**src/design/prt_pkg.sv**
```systemverilog
// ----------------------------------------------------------------------------
// prt_pkg
// Shared types and constants for the preference ring top-k unit.
// ----------------------------------------------------------------------------
package prt_pkg;

    localparam logic REQ_PUSH  = 1'b0;
    localparam logic REQ_QUERY = 1'b1;

    localparam logic STATUS_OK      = 1'b0;
    localparam logic STATUS_INVALID = 1'b1;

    typedef logic signed [31:0] score_t;

endpackage

```
**src/design/prt_ram.sv**
```systemverilog
// ----------------------------------------------------------------------------
// prt_ram
// Generic single-port-write, single-port-read RAM with registered read.
// ----------------------------------------------------------------------------
module prt_ram #(
    parameter int WIDTH = 32,
    parameter int DEPTH = 16
) (
    input  logic                     clk,
    input  logic                     we,
    input  logic [$clog2(DEPTH)-1:0] waddr,
    input  logic [WIDTH-1:0]         wdata,
    input  logic [$clog2(DEPTH)-1:0] raddr,
    output logic [WIDTH-1:0]         rdata
);

    logic [WIDTH-1:0] mem [DEPTH];

    // write port and registered read port
    always_ff @(posedge clk)
    begin
        if (we)
        begin
            mem[waddr] <= wdata;
        end
        rdata <= mem[raddr];
    end

endmodule

```
**src/design/preference_ring_topk_unit.sv**
```systemverilog
// ----------------------------------------------------------------------------
// preference_ring_topk_unit
// Ring buffer of signed Q16.16 scores with running minimum, mean and top-k.
// ----------------------------------------------------------------------------
// Push: RAM write on the accept edge, a scan over every slot for minimum and sum,
// a restoring divide for the mean, then a decide state and an output state.
// Query: same scan and divide (divide skipped when empty), then each ranked index
// takes an exchange pass and an output state; one item at a time.
// Reset clears used marks, pointer, count and minimum; the RAM is not cleared.
module preference_ring_topk_unit #(
    parameter int DEPTH = 16
) (
    input  logic                  clk,
    input  logic                  rst_n,
    input  logic                  in_valid,
    output logic                  in_ready,
    input  logic                  req_type,
    input  prt_pkg::score_t       preference,
    input  logic [6:0]            k_request,
    output logic                  out_valid,
    input  logic                  out_ready,
    output logic                  status,
    output logic [3:0]            slot_index,
    output logic                  index_valid,
    output logic                  last,
    output prt_pkg::score_t       min_score,
    output prt_pkg::score_t       mean_score,
    output logic [4:0]            occupancy
);
    import prt_pkg::*;

    localparam int AW = $clog2(DEPTH);
    localparam int CW = $clog2(DEPTH + 1);
    localparam int SW = 32 + CW;

    localparam logic [3:0] S_IDLE  = 4'd0;
    localparam logic [3:0] S_SCAN  = 4'd1;
    localparam logic [3:0] S_DIV   = 4'd2;
    localparam logic [3:0] S_DECID = 4'd3;
    localparam logic [3:0] S_SEL   = 4'd4;
    localparam logic [3:0] S_OUT   = 4'd5;

    logic [3:0]       state_reg, state_next;
    logic [DEPTH-1:0] used_reg;
    logic [AW-1:0]    wp_reg;
    logic [CW-1:0]    count_reg;
    score_t           min_reg;
    logic             req_reg;
    logic [6:0]       k_reg;
    logic [CW-1:0]    emitted_reg;

    // used slots in ascending order, then permuted by the exchange passes
    logic [AW-1:0]    order_reg [DEPTH];
    logic [CW-1:0]    n_reg;
    score_t           cur_score_reg;

    // scan counter over addresses; issue address is scan_reg (order_reg[scan_reg] in select), read data is registered
    logic [CW-1:0]    scan_reg;
    logic [AW-1:0]    lag_addr_reg;
    logic             lag_ok_reg;
    logic             have_reg;
    score_t           acc_min_reg;
    logic signed [SW-1:0] sum_reg;

    // divider
    logic [SW-1:0]    rem_reg;
    logic [SW-1:0]    quo_reg;
    logic [5:0]       div_cnt_reg;
    logic             neg_reg;
    score_t           mean_reg;

    // output register
    logic             ov_reg;
    logic             st_reg;
    logic [AW-1:0]    si_reg;
    logic             iv_reg;
    logic             last_reg;

    // score RAM
    logic             ram_we;
    logic [AW-1:0]    ram_waddr;
    logic [AW-1:0]    ram_raddr;
    logic [31:0]      ram_rdata;
    score_t           rd_score;

    prt_ram #(.WIDTH(32), .DEPTH(DEPTH)) u_score_ram (
        .clk   (clk),
        .we    (ram_we),
        .waddr (ram_waddr),
        .wdata (preference),
        .raddr (ram_raddr),
        .rdata (ram_rdata)
    );

    assign rd_score  = score_t'(ram_rdata);
    assign ram_we    = in_valid && in_ready && (req_type == REQ_PUSH);
    assign ram_waddr = wp_reg;
    assign ram_raddr = (state_reg == S_SEL) ? order_reg[scan_reg[AW-1:0]]
                                            : scan_reg[AW-1:0];

    assign in_ready    = (state_reg == S_IDLE) && !ov_reg;
    assign out_valid   = ov_reg;
    assign status      = st_reg;
    assign slot_index  = 4'(si_reg);
    assign index_valid = iv_reg;
    assign last        = last_reg;
    assign min_score   = min_reg;
    assign mean_score  = mean_reg;
    assign occupancy   = 5'(count_reg);

    logic          scan_done;
    logic          scan_fin;
    logic          sel_done;
    logic          sel_fin;
    logic          lag_hit;
    logic [SW-1:0] abs_sum;
    logic [SW-1:0] rem_shift;
    logic [CW-1:0] k_eff;
    logic [AW-1:0] pos;

    assign scan_done = (scan_reg == CW'(DEPTH));
    assign scan_fin  = scan_done && !lag_ok_reg;
    assign sel_done  = (scan_reg == n_reg);
    assign sel_fin   = sel_done && !lag_ok_reg;
    assign lag_hit   = lag_ok_reg && used_reg[lag_addr_reg];
    assign abs_sum   = sum_reg[SW-1] ? SW'(-sum_reg) : SW'(sum_reg);
    assign rem_shift = {rem_reg[SW-2:0], quo_reg[SW-1]};
    assign k_eff     = (7'(count_reg) < k_reg) ? count_reg : CW'(k_reg);
    assign pos       = emitted_reg[AW-1:0];

    // next state
    always_comb
    begin
        state_next = state_reg;
        case (state_reg)
            S_IDLE:
            begin
                if (in_valid && in_ready)
                begin
                    state_next = S_SCAN;
                end
            end
            S_SCAN:
            begin
                if (scan_fin)
                begin
                    state_next = (count_reg == '0) ? S_DECID : S_DIV;
                end
            end
            S_DIV:
            begin
                if (div_cnt_reg == 6'(SW - 1))
                begin
                    state_next = S_DECID;
                end
            end
            S_DECID:
            begin
                if (req_reg == REQ_QUERY && k_reg != '0 && k_eff != '0)
                begin
                    state_next = S_SEL;
                end
                else
                begin
                    state_next = S_OUT;
                end
            end
            S_SEL:
            begin
                if (sel_fin)
                begin
                    state_next = S_OUT;
                end
            end
            S_OUT:
            begin
                if (!ov_reg)
                begin
                    if (req_reg == REQ_QUERY && k_reg != '0 && k_eff != '0
                        && (emitted_reg + 1'b1) != k_eff)
                    begin
                        state_next = S_SEL;
                    end
                    else
                    begin
                        state_next = S_IDLE;
                    end
                end
            end
            default:
            begin
                state_next = S_IDLE;
            end
        endcase
    end

    // control and datapath registers
    always_ff @(posedge clk or negedge rst_n)
    begin
        if (!rst_n)
        begin
            state_reg   <= S_IDLE;
            used_reg    <= '0;
            wp_reg      <= '0;
            count_reg   <= '0;
            min_reg     <= '0;
            ov_reg      <= 1'b0;
            scan_reg    <= '0;
            lag_ok_reg  <= 1'b0;
            emitted_reg <= '0;
        end
        else
        begin
            state_reg <= state_next;
            if (ov_reg && out_ready)
            begin
                ov_reg <= 1'b0;
            end
            case (state_reg)
                S_IDLE:
                begin
                    if (in_valid && in_ready)
                    begin
                        req_reg     <= req_type;
                        k_reg       <= k_request;
                        scan_reg    <= '0;
                        lag_ok_reg  <= 1'b0;
                        have_reg    <= 1'b0;
                        sum_reg     <= '0;
                        n_reg       <= '0;
                        emitted_reg <= '0;
                        si_reg      <= wp_reg;
                        if (req_type == REQ_PUSH)
                        begin
                            used_reg[wp_reg] <= 1'b1;
                            if (!used_reg[wp_reg])
                            begin
                                count_reg <= count_reg + 1'b1;
                            end
                            wp_reg <= (wp_reg == AW'(DEPTH - 1)) ? '0 : wp_reg + 1'b1;
                        end
                    end
                end
                S_SCAN:
                begin
                    // one address issued per cycle, data checked in the next cycle
                    lag_addr_reg <= scan_reg[AW-1:0];
                    lag_ok_reg   <= !scan_done;
                    if (!scan_done)
                    begin
                        scan_reg <= scan_reg + 1'b1;
                        if (used_reg[scan_reg[AW-1:0]])
                        begin
                            order_reg[n_reg[AW-1:0]] <= scan_reg[AW-1:0];
                            n_reg                    <= n_reg + 1'b1;
                        end
                    end
                    if (lag_hit)
                    begin
                        sum_reg <= sum_reg + SW'(rd_score);
                        if (!have_reg || rd_score < acc_min_reg)
                        begin
                            acc_min_reg <= rd_score;
                        end
                        have_reg <= 1'b1;
                    end
                    if (scan_fin)
                    begin
                        if (req_reg == REQ_PUSH)
                        begin
                            min_reg <= have_reg ? acc_min_reg : '0;
                        end
                        neg_reg     <= sum_reg[SW-1];
                        quo_reg     <= abs_sum;
                        rem_reg     <= '0;
                        div_cnt_reg <= '0;
                        mean_reg    <= '0;
                    end
                end
                S_DIV:
                begin
                    // restoring division, one quotient bit per cycle
                    if (rem_shift >= SW'(count_reg))
                    begin
                        rem_reg <= rem_shift - SW'(count_reg);
                        quo_reg <= {quo_reg[SW-2:0], 1'b1};
                    end
                    else
                    begin
                        rem_reg <= rem_shift;
                        quo_reg <= {quo_reg[SW-2:0], 1'b0};
                    end
                    div_cnt_reg <= div_cnt_reg + 1'b1;
                end
                S_DECID:
                begin
                    if (count_reg != '0)
                    begin
                        mean_reg <= neg_reg ? score_t'(-quo_reg[31:0]) : score_t'(quo_reg[31:0]);
                    end
                    scan_reg   <= '0;
                    lag_ok_reg <= 1'b0;
                    have_reg   <= 1'b0;
                end
                S_SEL:
                begin
                    // exchange pass for one position: later entries swap in when
                    // strictly greater than the current holder
                    lag_addr_reg <= scan_reg[AW-1:0];
                    lag_ok_reg   <= !sel_done;
                    if (!sel_done)
                    begin
                        scan_reg <= scan_reg + 1'b1;
                    end
                    if (lag_ok_reg)
                    begin
                        if (lag_addr_reg == pos)
                        begin
                            cur_score_reg <= rd_score;
                        end
                        else if (rd_score > cur_score_reg)
                        begin
                            order_reg[pos]          <= order_reg[lag_addr_reg];
                            order_reg[lag_addr_reg] <= order_reg[pos];
                            cur_score_reg           <= rd_score;
                        end
                    end
                end
                S_OUT:
                begin
                    if (!ov_reg)
                    begin
                        ov_reg     <= 1'b1;
                        scan_reg   <= emitted_reg + 1'b1;
                        lag_ok_reg <= 1'b0;
                        have_reg   <= 1'b0;
                        if (req_reg == REQ_PUSH)
                        begin
                            st_reg   <= STATUS_OK;
                            iv_reg   <= 1'b1;
                            last_reg <= 1'b1;
                        end
                        else if (k_reg == '0)
                        begin
                            st_reg   <= STATUS_INVALID;
                            si_reg   <= '0;
                            iv_reg   <= 1'b0;
                            last_reg <= 1'b1;
                        end
                        else if (k_eff == '0)
                        begin
                            st_reg   <= STATUS_OK;
                            si_reg   <= '0;
                            iv_reg   <= 1'b0;
                            last_reg <= 1'b1;
                        end
                        else
                        begin
                            st_reg      <= STATUS_OK;
                            si_reg      <= order_reg[pos];
                            iv_reg      <= 1'b1;
                            last_reg    <= (emitted_reg + 1'b1 == k_eff);
                            emitted_reg <= emitted_reg + 1'b1;
                        end
                    end
                end
                default:
                begin
                end
            endcase
        end
    end

endmodule

```
**config.mk**
```make
export PLATFORM = sky130hd
export DESIGN_NAME = preference_ring_topk_unit
export DESIGN_NICKNAME = d
export VERILOG_FILES = /design/src/design/prt_pkg.sv /design/src/design/prt_ram.sv /design/src/design/preference_ring_topk_unit.sv
export SDC_FILE = /design/constraint.sdc
export NUM_CORES = 1
export LEC_CHECK = 0
export BUFFER_PORTS_ARGS = -buffer_cell sky130_fd_sc_hd__buf_2
export CORE_ASPECT_RATIO = 0.5
export CORE_UTILIZATION = 30
export DETAILED_ROUTE_END_ITERATION = 8
export PLACE_DENSITY = 0.47
export SYNTH_ARGS = -nofsm -noshare
export SYNTH_HDL_FRONTEND = slang
export SYNTH_SLANG_ARGS = --single-unit
```
**constraint.sdc**
```tcl
create_clock -name clk -period 6.45 [get_ports clk]
set_input_delay 1.29 -clock clk [delete_from_list [all_inputs] [get_ports clk]]
set_output_delay 1.29 -clock clk [all_outputs]
set_load 0.01 [all_outputs]
```
==> run metrics <==
post-synthesis sequential area ratio 62.6%; total CTS buffers 91; Buffers on Ports 121; Min-Delay Endpoint min_score[1]; max-cap viol count 0; die width 538 µm; fin crit share 81.5%; full die area 0.145 mm²; number of flip-flops in the largest register 512; via count 28451; critical path class register to register; crit-path max FO 103; drt first pass iters 6; initial core utilization 30.5%; Distinct cells, synth 77; Slew Viols, Final 0; Post-synth EDFFs 814; worst hold slack 463 ps; P&R area growth vs syn 13.7%; routability-driven placement congestion ratio 0.851; mapped cell area 0.0430 mm²; FILL cells 13830; Clock Sinks 922; synth warn 0; worst-skew pair later-pin latency 710 ps; Core Footprint 0.141 mm²; Worst R2R Setup Slack 1190 ps; CTS hold repair buffers 0; Syn Inst Count 3538; Place WS 1140 ps; initial antenna violation count 15; Die H 270 µm; Tmin final 5260 ps; number of global-route vias before repair 28098; Max clock buf depth 3; Worst EP required 6910 ps; Vias/cell 5.10; Synth area leaders edfxtp_1 (57%), nand2_1 (5.8%), dfrtp_1 (4.2%), ha_1 (3.5%), mux4_2 (3.1%); syn_nets 3706; data arrival time of the critical path 5720 ps; Post-DRT Antenna Nets 0; CP Launch Type register; root buffer cell clkbuf_16; post-synth top area share 56.8%; initial DRC count 2225; GR Overflow Total 0; Crit Reg-Reg Endpoint u_score_ram.rdata[23]; worst vdd ir 0.321 mV; clock slew at reported path FFs 60 ps; most common flop cell mapped by yosys edfxtp_1; final setup TNS 0 ps; Tightest Hold Check Type register to register; final worst slack 1190 ps; Yosys top cell by area edfxtp_1; Lkg Pwr 0.0178 µW; layout cells sized above 1 12.7%; CTS tree built; # setup viols final 0; Crit. End Element register; Power Dens Cells 393 mW/mm²; Yosys reg bits 922; Core Util, Final 34.7%; Final nets 3790; final hold vios 0; Worst Reg-to-Reg Cells 9; first-pass GRT wire length 182000 µm; outcome completed; Post-synth ARST share 7.81%; Post-Layout Cell Count 5583; largest net degree at the start of global routing 104; Crit. Startpoint scan_reg[0]; Worst-Margin Slew 1420 ps; std cell rows 97; HP Start min_score[1]; total wire length 120000 µm; # IOs 122; drt wl/cell 21.5 µm; RSZ-0062 raised after global routing no; count of cells resized by post-cts repair 0; Cells after DPL 5410; syn avg cell area 12.2 µm²; Peak Freq 190 MHz; DRC violations left 0; worst r2r src scan_reg[0]; HPWL after detailed placement 77500 µm; clock skew after layout 39.5 ps; Slew headroom 5.10%; GRT Overall Usage 16.5%; post-CTS setup buffer count 0; htree depth 3; Hold Path Stages 2
per-stage QoR:
stage | total power (µW) | area (µm²)
final | 19300 | 48900
after global routing | 20300 | 48900
after CTS | 19400 | 48900
after detailed placement | 14000 | 46000
after global placement | 14000 | 46000
after floorplan | 11700 | 43000
worst max path at each step:
stage / end / cells after the start
finish: u_score_ram.rdata[23] / 9
global route: u_score_ram.rdata[23] / 9
CTS: u_score_ram.rdata[23] / 9
detailed placement: u_score_ram.rdata[23] / 9
global placement: u_score_ram.rdata[23] / 9
floorplan: u_score_ram.mem[3][0] / 5
Yosys cell counts (32+ instances only):
cell,number
a32o_1,64
ha_1,122
nand2_1,668
dfxtp_1,36
a21oi_1,129
o21ai_0,123
nor3_1,46
dfrtp_1,72
mux2i_1,93
nand4_1,60
xor2_1,92
a21o_1,32
nor2_1,203
xnor2_1,44
mux4_2,60
a221oi_1,35
clkbuf_1,154
edfxtp_1,814
inv_1,109
nand3_1,208
placed cells by master, fill, tap and decap left out, types with 36 or more instances in the layout:
cell type	Yosys	routed
ha_1	122	122
nand4_1	60	60
mux2i_1	93	89
mux4_2	60	60
xor2_1	92	92
buf_4	2	59
nor3_1	46	42
buf_2	17	120
a32o_1	64	64
o21ai_0	123	123
nand3_1	208	207
nor2_1	203	187
dfrtp_1	72	72
clkbuf_16	0	93
a21oi_1	129	129
dfxtp_1	36	36
nand2_1	668	667
xnor2_1	44	44
edfxtp_1	814	814
inv_1	109	109
power breakdown:
group / leakage (µW) / switching, µW / internal, µW
Sequential: 0.00886 / 657 / 6890
Combinational: 0.00751 / 4060 / 2300
Clock: 0.00143 / 2410 / 2940
cells by family (layout without fill, tap and decap cells):
family	after synthesis	after routing	share of synthesized area, %
other cells	0	1	0
flops	922	922	62.6
buf+inv	300	463	2.68
xor+xnor	136	136	2.77
compound gates	519	519	8.16
mux	162	162	5.54
simple gates	1375	1375	14.6
fa+ha+maj	124	124	3.64
critical path, stage by stage (launching register included):
cell	delay [ps]
dfrtp_1	800
buf_4	450
mux4_2	550
mux2_2	280
nand3_1	150
and3_4	650
buf_12	450
a21oi_1	140
a32o_1	270
a221oi_1	1140
final cells by class:
type                       instances  area (µm²)  area share (%)
sequential                       922       27000            55.1
multi-input combinational       2316       15200            31.0
clock buffer                     127        2540            5.20
tap                             1881        2350            4.81
timing repair buffer             181        1080            2.21
inverter                         110         413           0.844
clock inverter                    45         407           0.831
antenna                            1        2.50         0.00511
layer usage:
metal / global-route usage, % / vias to the layer above / routed length [µm]
met5: 0 / - / 23
met4: 3.49 / 4 / 2190
met3: 2.72 / 159 / 6120
met2: 25.8 / 685 / 54800
met1: 23.9 / 14335 / 57100
li1: - / 13268 / -
No activity file was read; power rests on OpenSTA's default activity.
